### config.mk
export PLATFORM = sky130hd
export DESIGN_NAME = sprc_ctrl
export DESIGN_NICKNAME = d
export VERILOG_FILES = /design/src/hw/rtl/sprc_pkg.sv /design/src/hw/rtl/sprc_ctrl.sv
export SDC_FILE = /design/constraint.sdc
export NUM_CORES = 1
export LEC_CHECK = 0
export BUFFER_PORTS_ARGS = -buffer_cell sky130_fd_sc_hd__buf_2
export CAP_MARGIN = 20
export CORE_AREA = 4 4 41 43
export CTS_CLUSTER_DIAMETER = 200
export CTS_CLUSTER_SIZE = 14
export DETAILED_ROUTE_END_ITERATION = 8
export DIE_AREA = 0 0 45 47
export RECOVER_POWER = 100
export SLEW_MARGIN = 20
export SYNTH_ARGS = -nofsm -noshare
export SYNTH_HDL_FRONTEND = slang
export SYNTH_SLANG_ARGS = --single-unit
### constraint.sdc
create_clock -name i_clk -period 1.4 [get_ports i_clk]
set_input_delay 0.28 -clock i_clk [delete_from_list [all_inputs] [get_ports i_clk]]
set_output_delay 0.28 -clock i_clk [all_outputs]
set_load 0.1 [all_outputs]
### src/hw/rtl/sprc_pkg.sv
// Shared types, constants and helper functions for the sprite collision core.
// Used by sprc_ctrl, sprc_datapath and sprite_pixel_collision_core.

package sprc_pkg;

    localparam int MAX_SPRITE_DIM = 64;
    localparam int PIXEL_BITS     = 32;

    localparam int STORE_DEPTH  = 4096;
    localparam int ADDR_BITS    = 12;
    localparam int CFG_IDX_W    = 3;
    localparam int CFG_DATA_W   = 32;
    localparam int CFG_DIM_W    = 7;
    localparam int KEY_W        = 32;
    localparam int RECT_W       = 64;
    localparam int RECT_FIELD_W = 16;
    localparam int REQ_W        = 2;

    // Coordinates hold a signed 16-bit origin plus an unsigned 16-bit extent.
    localparam int CW = 20;

    localparam int DIM_BITS = $clog2(MAX_SPRITE_DIM + 1);
    localparam int LC_BITS  = (MAX_SPRITE_DIM > 1) ? $clog2(MAX_SPRITE_DIM) : 1;
    localparam int IDX_BITS = LC_BITS + DIM_BITS;

    // Per axis: the low edge, the span of sprite one, the span of sprite two,
    // and the first coordinates past each sprite.
    localparam int NSEG     = 5;
    localparam int SEG_BITS = $clog2(NSEG);

    localparam logic [CFG_IDX_W-1:0] CFG_WIDTH_ONE    = 3'd0;
    localparam logic [CFG_IDX_W-1:0] CFG_HEIGHT_ONE   = 3'd1;
    localparam logic [CFG_IDX_W-1:0] CFG_WIDTH_TWO    = 3'd2;
    localparam logic [CFG_IDX_W-1:0] CFG_HEIGHT_TWO   = 3'd3;
    localparam logic [CFG_IDX_W-1:0] CFG_KEY_ONE      = 3'd4;
    localparam logic [CFG_IDX_W-1:0] CFG_KEY_TWO      = 3'd5;
    localparam logic [CFG_IDX_W-1:0] CFG_KEY_ONE_EN   = 3'd6;
    localparam logic [CFG_IDX_W-1:0] CFG_KEY_TWO_EN   = 3'd7;

    typedef logic signed [CW-1:0] t_coord;

    typedef enum logic [REQ_W-1:0] {
        REQ_LOAD_ONE = 2'd0,
        REQ_LOAD_TWO = 2'd1,
        REQ_QUERY    = 2'd2
    } t_req;

    typedef enum logic [2:0] {
        ST_IDLE,
        ST_PREP_A,
        ST_PREP_B,
        ST_SCAN,
        ST_DRAIN,
        ST_DONE
    } t_state;

    typedef struct packed {
        logic load_one;
        logic load_two;
        logic query_latch;
        logic prep_a;
        logic prep_b;
        logic scan_step;
    } t_dp_cmd;

    typedef struct packed {
        logic empty;
        logic last;
        logic hit;
    } t_dp_status;

    function automatic t_coord cmax(input t_coord a, input t_coord b);
        return (a > b) ? a : b;
    endfunction

    function automatic t_coord cmin(input t_coord a, input t_coord b);
        return (a < b) ? a : b;
    endfunction

    function automatic logic [DIM_BITS-1:0] sat_dim(input logic [CFG_DIM_W-1:0] v);
        if (int'(v) > MAX_SPRITE_DIM) begin
            return DIM_BITS'(MAX_SPRITE_DIM);
        end
        return DIM_BITS'(v);
    endfunction

    // Origin on one axis of a packed rectangle: x for axis 0, y for axis 1.
    function automatic t_coord rect_pos(input logic [RECT_W-1:0] v, input logic axis);
        logic signed [RECT_FIELD_W-1:0] p;
        p = axis ? v[2*RECT_FIELD_W-1:RECT_FIELD_W] : v[RECT_FIELD_W-1:0];
        return t_coord'(p);
    endfunction

    // Extent on one axis of a packed rectangle: width for axis 0, height for axis 1.
    function automatic t_coord rect_len(input logic [RECT_W-1:0] v, input logic axis);
        logic [RECT_FIELD_W-1:0] l;
        l = axis ? v[4*RECT_FIELD_W-1:3*RECT_FIELD_W] : v[3*RECT_FIELD_W-1:2*RECT_FIELD_W];
        return t_coord'(l);
    endfunction

endpackage

### src/hw/rtl/sprc_ctrl.sv
// Controller state machine of the sprite collision core.
// Depends on sprc_pkg for the state, request and command/status types.

module sprc_ctrl
    import sprc_pkg::*;
(
    input  logic                 i_clk,
    input  logic                 i_rst_n,
    input  logic                 start,
    input  logic [REQ_W-1:0]     i_req_type,
    input  t_dp_status           i_status,
    output t_dp_cmd              o_cmd,
    output logic                 busy,
    output logic                 o_done
);

    t_state r_state;
    t_state n_state;

    always_ff @(posedge i_clk) begin
        if (!i_rst_n) begin
            r_state <= ST_IDLE;
        end else begin
            r_state <= n_state;
        end
    end

    always_comb begin
        n_state = r_state;
        unique case (r_state)
            ST_IDLE: begin
                if (start && (i_req_type == REQ_QUERY)) begin
                    n_state = ST_PREP_A;
                end
            end
            ST_PREP_A: begin
                n_state = ST_PREP_B;
            end
            ST_PREP_B: begin
                n_state = i_status.empty ? ST_DONE : ST_SCAN;
            end
            ST_SCAN: begin
                if (i_status.hit) begin
                    n_state = ST_DONE;
                end else if (i_status.last) begin
                    n_state = ST_DRAIN;
                end
            end
            ST_DRAIN: begin
                n_state = ST_DONE;
            end
            ST_DONE: begin
                n_state = ST_IDLE;
            end
            default: begin
                n_state = ST_IDLE;
            end
        endcase
    end

    always_comb begin
        o_cmd  = '0;
        busy   = 1'b1;
        o_done = 1'b0;
        unique case (r_state)
            ST_IDLE: begin
                busy = 1'b0;
                if (start) begin
                    case (i_req_type)
                        REQ_LOAD_ONE: o_cmd.load_one    = 1'b1;
                        REQ_LOAD_TWO: o_cmd.load_two    = 1'b1;
                        REQ_QUERY:    o_cmd.query_latch = 1'b1;
                        default: ;
                    endcase
                end
            end
            ST_PREP_A: begin
                o_cmd.prep_a = 1'b1;
            end
            ST_PREP_B: begin
                o_cmd.prep_b = 1'b1;
            end
            ST_SCAN: begin
                o_cmd.scan_step = !i_status.hit;
            end
            ST_DRAIN: begin
            end
            ST_DONE: begin
                o_done = 1'b1;
            end
            default: begin
                busy = 1'b0;
            end
        endcase
    end

endmodule

==> impl_metrics.yaml, run 1 <==
outcome:
  status: "finished, violations left"
  violations: "negative setup slack"
cells_and_area:
  area_growth_syn_to_layout_pct: 160
  drive_above_1_share_pct: 69.0
  fin_nets: 67
  largest_reg_flops: 3
  final_common_cell: "buf_12"
  finalNonFillerCells: 73
  largest-register: "r_state"
  antenna_cells: 0
  reg_top3: "r_state: 3 flops"
  mostFrequentLayoutCells: "8 x buf_12, 7 x buf_2"
synthesis:
  synth_area_per_cell_sq_um: 7.47
  ys_seq_elements: 3
  synth-seq-area-share_pct: 24.4
  syn_nets: 41
  yosys_warnings: 0
  netlist_area_sq_um: 246
  ys_types: 17
  syn_inst: 33
hold_path:
  hold_path.class: "primary input to flop"
  holdCritStartpoint: "i_rst_n"
detailed_routing:
  first_pass_iters: 2
  drc: 0
  drtIter0Drc: 2
  wl_per_cell_um: 10.5
  num_vias: 325
  drt_wl_total_um: 769
  vias_per_cell: 4.45
  ant_nets: 0
die:
  rows: 13
  die_h_um: 47
  core_area_sq_mm: 0.00130
  die_w_um: 45
  start_util_pct: 18.9
  die_area_sq_mm: 0.00212
  io_pins: 16
critical_path:
  worstSetupEndpointType: "output port"
  crit_family: "simple AND/OR/NAND/NOR gates"
  worstSetupStartpoint: "r_state[0]$_SDFFE_PN0P_"
  r2r_start: "r_state[1]$_SDFFE_PN0P_"
  crit_path_start_kind: "flop"
  crit_required_ns: 1.12
  critPathMaxFanout: 3
  crit_chain: "or4b_4 -> nor3b_4 -> buf_12"
  crit_slowest_cell: "or4b_4"
  crit_buf_inv: 1
  arrival_ns: 1.56
  worstSetupPathType: "flop to output port"
  slowest_delay_ns: 0.59
sta:
  skew_ns: 0.00308
  finalHoldViolCount: 0
  finalWorstSetupSlack_ns: -0.442
  tns_ns: -1.87
  setup_violations: 8
  rsz0062_at_grt: "yes"
  worst-slew-pin-transition_ns: 0.244
  layout_min_cycle_time_ns: 1.84
  relSlewSlack_pct: 83.6
  fin_crit_sh_pct: 132
  slew_viol_final: 0
  max_freq_mhz: 543
clock_tree:
  cts_tree: "yes"
  cts.clk_slew.worst_paths_ns: 0.04
  cts_buffer_depth: 2
  cts-root-buf: "clkbuf_4"
  clk_latency_ns: 0.23
  cts.sinks: 3
  cts_made_buffers: 3
  h-tree-depth: 1
placement:
  place_inst: 63
  dp_hpwl_um: 531
  place_congestion: 0.727
  io_buffers: 15
pwr:
  power_mw: 0.486
  powerDensity_mw_per_mm2: 758
  vdd_drop_max_v: 0.000570
  p_leak_nw: 0.264
global_routing:
  grt_max_degree: 11
  grt_pass1_wl_mm: 1.30
  antenna_found_initial: 0
  overflow: 0
  first_global_vias: 299
  grt_usage_pct: 8.84
flow_run:
  drv_cap: 0
## metrics by stage
stage	utilization, %	worst slack, ns	cell area (sq um)	hold WS, ns
after floorplan	-	-0.705	313	0.398
after global placement	40.6	-0.207	528	0.524
after detailed placement	40.6	-0.223	528	0.526
after CTS	46.6	-0.447	607	0.282
after global routing	49.2	-0.504	641	0.295
final	49.2	-0.442	641	0.290
## power breakdown
| group | switching [mW] | internal, mW | total, mW |
|---|---|---|---|
| Combinational | 0.148 | 0.0947 | 0.243 |
| Clock | 0.0428 | 0.107 | 0.149 |
| Sequential | 0.00264 | 0.0911 | 0.0937 |
## path summary, 6_finish.rpt
path	slack, ns	cells after the start	to
hold reg to reg	0.62	2	r_state[0]$_SDFFE_PN0P_
setup / recovery	-0.44	3	o_cmd[3]
setup reg to reg	0.12	5	r_state[2]$_SDFFE_PN0P_
hold / removal	0.29	2	r_state[2]$_SDFFE_PN0P_
## cells in the mapped netlist
master	instances	area, sq um
a211oi_1	2	15.0
nand2_1	3	11.3
dfxtp_1	3	60.1
a21oi_1	1	5.00
buf_6	1	11.3
nor2_1	4	15.0
nand2b_1	1	6.26
nor3b_2	1	12.5
nor3b_1	4	30.0
or4b_4	1	13.8
inv_1	2	7.51
a22oi_1	1	7.51
buf_2	2	10.0
a311oi_1	1	8.76
o21ai_0	2	10.0
nor3_1	3	15.0
o21a_1	1	7.51
## routing by layer
| layer | GRT usage, % | part of all wire, % |
|---|---|---|
| met5 | 0 | 0 |
| met2 | 12.7 | 43 |
| met1 | 9.98 | 45 |
| met4 | 5.26 | 1.6 |
| met3 | 5.36 | 9.8 |
## what timing repair did
action	in CTS	in global routing
setup buffers	2	4
endpoints found under the setup margin	7	8
pin swaps	4	6
hold buffers	0	0
gates cloned	0	0
gates resized for setup	9	6
## area by class of cell
cell class                 count  area (sq um)
timing repair buffer          24           275
inverter                       2          7.51
fill                         121           661
multi-input combinational     25           249
tap                           15          18.8
sequential                     3          63.8
clock buffer                   4          26.3
## logic make-up after synthesis
family                 after synthesis  synth area share, %
AND/OR/NAND/NOR                     17                 42.1
AO/OA/AOI/OAI                        8                 21.8
buffers and inverters                5                 11.7
flip-flops                           3                 24.4
Power figures use the tool's default switching activity.
==> run 2: changes to the inputs <==
- TNS_END_PERCENT: not set -> 10
==> run 2 against run 1 <==
  * The run still ends with negative setup slack left
  * Combinational power fell by 13%
  * Sequential share of layout area rose by 1.5 points
  * Cell area fell by 17%
  * Die area did not move
  * Clock-buffer cell count did not move
  * Cell count fell by 8.2%
  * Via count fell by 9.5%
  * First-iteration DRC count rose to 4.0 times the previous value
  * Core utilization fell by 8.2 points
  * Maximum frequency rose by 0.20%
  * Non-clock buffer count fell by 6
  * Clock skew fell by 0.0022 ns
  * Critical endpoint unchanged
  * Largest cell class is now multi-input gates
==> impl_metrics.yaml, run 2 (synthesized netlist as in run 1, its figures left out) <==
pwr:
  vdd_drop_max_v: 0.000322
  powerDensity_mw_per_mm2: 862
  p_leak_nw: 0.213
critical_path:
  r2r_slack_ns: 0.12
  r2r_start: "r_state[2]$_SDFFE_PN0P_"
  reg2regPathDepth: 4
  timing.rr.end: "r_state[2]$_SDFFE_PN0P_"
  cp.depth: 3
  crit_family: "simple AND/OR/NAND/NOR gates"
  crit_slowest_cell: "or4b_4"
  critPathMaxFanout: 3
  slowest_delay_ns: 0.59
  cp-endpoint: "o_cmd[3]"
  crit_required_ns: 1.12
  worstSetupPathType: "flop to output port"
  crit_buf_inv: 1
  crit_path_start_kind: "flop"
  crit_chain: "or4b_4 -> nor3b_4 -> buf_12"
  worstSetupStartpoint: "r_state[1]$_SDFFE_PN0P_"
  arrival_ns: 1.56
  worstSetupEndpointType: "output port"
die:
  io_pins: 16
  start_util_pct: 18.9
  die_area_sq_mm: 0.00212
  rows: 13
  core_area_sq_mm: 0.00130
  die_h_um: 47
  die_w_um: 45
flow_run:
  drv_cap: 0
cells_and_area:
  area_growth_syn_to_layout_pct: 117
  final_common_cell: "buf_12"
  largest-register: "r_state"
  fin_nets: 61
  reg_top3: "r_state: 3 flops"
  largest_reg_flops: 3
  mostFrequentLayoutCells: "8 x buf_12, 7 x buf_2, 3 x nand2_1, 3 x clkbuf_4, 3 x clkbuf_1"
  antenna_cells: 0
  drive_above_1_share_pct: 57.7
sta:
  worst-slew-pin-transition_ns: 0.419
  fin_crit_sh_pct: 131
  finalWorstSetupSlack_ns: -0.438
  skew_ns: 0.000848
  max_freq_mhz: 544
  slew_viol_final: 0
  setup_violations: 8
  layout_min_cycle_time_ns: 1.84
  relSlewSlack_pct: 72.1
  rsz0062_at_grt: "yes"
  whs_ns: 0.280
  finalHoldViolCount: 0
  tns_ns: -2.62
global_routing:
  grt_pass1_wl_mm: 1.10
  first_global_vias: 264
  overflow: 0
  grt_max_degree: 12
  antenna_found_initial: 0
  grt_usage_pct: 7.59
clock_tree:
  clk_latency_ns: 0.23
  cts_buffer_depth: 2
  cts.clk_slew.worst_paths_ns: 0.04
  cts_made_buffers: 3
  cts_hold_buf: 0
  cts.sinks: 3
  h-tree-depth: 1
  cts-root-buf: "clkbuf_4"
  cts_tree: "yes"
placement:
  place_congestion: 0.748
  dp_hpwl_um: 543
  io_buffers: 15
hold_path:
  hold_path.class: "primary input to flop"
detailed_routing:
  drt_wl_total_um: 687
  drtIter0Drc: 8
  ant_nets: 0
  vias_per_cell: 4.39
  drc: 0
  wl_per_cell_um: 10.3
  first_pass_iters: 3
  num_vias: 294
outcome:
  violations: "negative setup slack"
  status: "finished, violations left"
-- run 2: changes by cell type in the layout (fill, tap and decap cells not counted), moves of 2 or more --
cell	change
buf_4	-2
nor2_2	+2
dfxtp_2	-2
nor3b_4	-2
nor3b_2	+2
nor2_4	-2
dfxtp_1	+2
buf_6	-3
-- run 2: cell type report --
type                       count  area, sq um
clock buffer                   4         26.3
fill                         138          767
inverter                       2         7.51
multi-input combinational     25          210
sequential                     3         61.3
tap                           15         18.8
timing repair buffer          18          210
-- run 2: metrics by stage --
stage | total power [mW] | util, % | cells | setup slack (ns) | instance area (sq um)
final | 0.460 | 41.1 | 67 | -0.438 | 534
after CTS | 0.476 | 42.1 | 67 | -0.447 | 548
after global routing | 0.490 | 41.1 | 67 | -0.488 | 534
after global placement | 0.307 | 38.9 | 63 | -0.204 | 507
after detailed placement | 0.308 | 38.9 | 63 | -0.210 | 507
after floorplan | 0.231 | - | 33 | -0.705 | 292
-- run 2: repair_timing --
action,CTS,global route
pin swaps,1,0
resized for setup,4,1
endpoints found under the setup margin,8,8
setup buffers,0,0
-- run 2: how the worst min path moves through the flow --
| stage | startpoint | cells after the start | end |
|---|---|---|---|
| after global routing | i_rst_n | 2 | r_state[2]$_SDFFE_PN0P_ |
| after detailed placement | i_rst_n | 2 | r_state[2]$_SDFFE_PN0P_ |
| after global placement | i_rst_n | 2 | r_state[2]$_SDFFE_PN0P_ |
| after floorplan | i_rst_n | 1 | r_state[2]$_SDFFE_PN0P_ |
| after CTS | i_rst_n | 2 | r_state[2]$_SDFFE_PN0P_ |
| final | i_rst_n | 2 | r_state[2]$_SDFFE_PN0P_ |
-- run 2: per-layer routing --
metal  track usage [%]  part of all wire, %  up-vias
li1                  -                    -      154
met1              7.97                   45      127
met2              11.9                   45       13
met3              4.98                   10        0
met4              3.51                    0        0
met5                 0                    0        -
-- run 2: report_power, final --
part           total, mW  internal (mW)  switching [mW]  leakage [nW]
clock              0.155          0.107          0.0482        0.0150
combinational      0.212         0.0761           0.136         0.173
sequential        0.0928         0.0905         0.00224        0.0248
==> run 3: changes to the inputs <==
- clock period: 1.4 -> 1.5 ns (I/O delays scaled with it)
==> run 3 against run 2 <==
  * The run still ends with negative setup slack left
  * Cell count unchanged
  * Global-route usage grew 0.15 points
  * Die area is the same
  * Flip-flop and latch count unchanged
  * Via count increased by 2.7%
  * Core utilization increased by 0.58 points
  * Clock-buffer cell count did not move
  * Cell area up 1.4%
  * Largest cell class is now buffers
  * Largest power group unchanged
==> impl_metrics.yaml, run 3 (synthesized netlist as in run 1, its figures left out) <==
outcome:
  status: "finished, violations left"
  violations: "negative setup slack"
cells_and_area:
  mostFrequentLayoutCells: "8 x buf_12, 7 x buf_2, 3 x nand2_1, 3 x clkbuf_4, 3 x buf_4"
  largest-register: "r_state"
  antenna_cells: 0
  fin_area_sq_um: 542
  fin_nets: 61
  reg_top3: "r_state: 3 flops"
  final_common_cell: "buf_12"
  largest_reg_flops: 3
  drive_above_1_share_pct: 61.5
  area_growth_syn_to_layout_pct: 120
critical_path:
  crit_chain: "or4b_4 -> nor3b_4 -> buf_12"
  worstSetupPathType: "flop to output port"
  slowest_delay_ns: 0.59
  crit_path_start_kind: "flop"
  critPathMaxFanout: 3
  r2r_slack_ns: 0.41
  arrival_ns: 1.56
  timing.rr.end: "r_state[2]$_SDFFE_PN0P_"
  crit_required_ns: 1.20
  reg2regPathDepth: 4
  worstSetupEndpointType: "output port"
  r2r_start: "r_state[2]$_SDFFE_PN0P_"
  crit_slowest_cell: "or4b_4"
placement:
  placed_cell_area_sq_um: 507
  io_buffers: 15
  dp_hpwl_um: 533
  place_congestion: 0.775
die:
  core_area_sq_mm: 0.00130
  rows: 13
  die_w_um: 45
  io_pins: 16
  die_area_sq_mm: 0.00212
  die_h_um: 47
  start_util_pct: 18.9
clock_tree:
  cts_tree: "yes"
  cts-root-buf: "clkbuf_4"
  cts_made_buffers: 3
  h-tree-depth: 1
  cts.sinks: 3
  cts_buffer_depth: 2
  post_cts_buffers: 0
  clk_latency_ns: 0.23
  cts.clk_slew.worst_paths_ns: 0.04
sta:
  max_freq_mhz: 538
  relSlewSlack_pct: 83.2
  layout_min_cycle_time_ns: 1.86
  rsz0062_at_grt: "yes"
  slew_viol_final: 0
  worst-slew-pin-transition_ns: 0.250
  finalWorstSetupSlack_ns: -0.358
  setup_violations: 5
  skew_ns: 0.00311
  finalHoldViolCount: 0
  fin_crit_sh_pct: 124
  whs_ns: 0.309
detailed_routing:
  first_pass_iters: 4
  ant_nets: 0
  drc: 0
  drt_wl_total_um: 672
  wl_per_cell_um: 10.0
  drtIter0Drc: 3
  vias_per_cell: 4.51
  num_vias: 302
pwr:
  p_leak_nw: 0.221
  powerDensity_mw_per_mm2: 785
  vdd_drop_max_v: 0.000577
hold_path:
  holdCritStartpoint: "i_rst_n"
  hold_depth: 2
  whs_endpoint: "r_state[2]$_SDFFE_PN0P_"
  hold_path.class: "primary input to flop"
global_routing:
  grt_usage_pct: 7.74
  antenna_found_initial: 0
  grt_pass1_wl_mm: 1.16
  overflow: 0
  first_global_vias: 270
  grt_busiest_layer: "met2"
  grt_max_degree: 12
  grt_use_met1_pct: 9.55
  grt_use_met2_pct: 11.0
  use_met3_pct: 6.51
flow_run:
  drv_cap: 0
==> run 3: cell count changes in the layout (fill, tap and decap cells not counted), sizes merged <==
cell    before  now
clkbuf       6    4
buf         16   18
==> run 3: metrics by stage <==
step           power, mW  setup slack [ns]  util (%)  TNS (ns)  cells
3_3_place_gp       0.287            -0.144      38.9    -0.291     63
5_1_grt            0.456            -0.399      41.6     -1.51     67
4_1_cts            0.431            -0.364      41.0     -1.18     67
3_5_place_dp       0.288            -0.154      38.9    -0.312     63
6_report           0.425            -0.358      41.6     -1.13     67
2_1_floorplan      0.216            -0.625         -     -3.79     33
==> run 3: critical path: cells and delay by family (launching register included) <==
kind / cells / cell delay (ns)
buf+inv: 1 / 0.20
simple gates: 2 / 0.82
flops: 1 / 0.31
==> run 3: report_power, final <==
part / switching [mW] / internal [mW] / total [mW] / leakage [nW]
sequential: 0.00226 / 0.0846 / 0.0869 / 0.0248
clock: 0.0379 / 0.0994 / 0.137 / 0.0150
combinational: 0.128 / 0.0734 / 0.201 / 0.181
==> run 3: how the worst max path moves through the flow <==
stage | from | endpoint | slack, ns | depth (start not counted)
6_report | r_state[0]$_SDFFE_PN0P_ | o_cmd[3] | -0.36 | 3
5_1_grt | r_state[0]$_SDFFE_PN0P_ | o_cmd[3] | -0.40 | 3
4_1_cts | r_state[0]$_SDFFE_PN0P_ | o_cmd[3] | -0.36 | 3
3_5_place_dp | start | o_cmd[3] | -0.15 | 4
3_3_place_gp | start | o_cmd[3] | -0.14 | 4
2_1_floorplan | r_state[2]$_SDFFE_PN0P_ | o_cmd[3] | -0.63 | 3
==> run 3: repair_timing <==
action,in CTS,in global routing
endpoints found under the setup margin,5,8
gates resized for setup,0,3
cloned,0,0
pin swaps,2,0
hold buffers,0,0
==> run 3: per-layer routing <==
layer | wire [um] | share of wire (%)
met1 | 311 | 46
met3 | 92 | 14
met5 | 0 | 0
met2 | 267 | 40
met4 | 0 | 0
==> run 3: final cells by class <==
| cell class | count | area (sq um) |
|---|---|---|
| inverters | 2 | 7.51 |
| well taps | 15 | 18.8 |
| repair buffers | 18 | 218 |
| fillers | 137 | 759 |
| flip-flops and latches | 3 | 61.3 |
| multi-input cells | 25 | 210 |
| clock buffers | 4 | 26.3 |
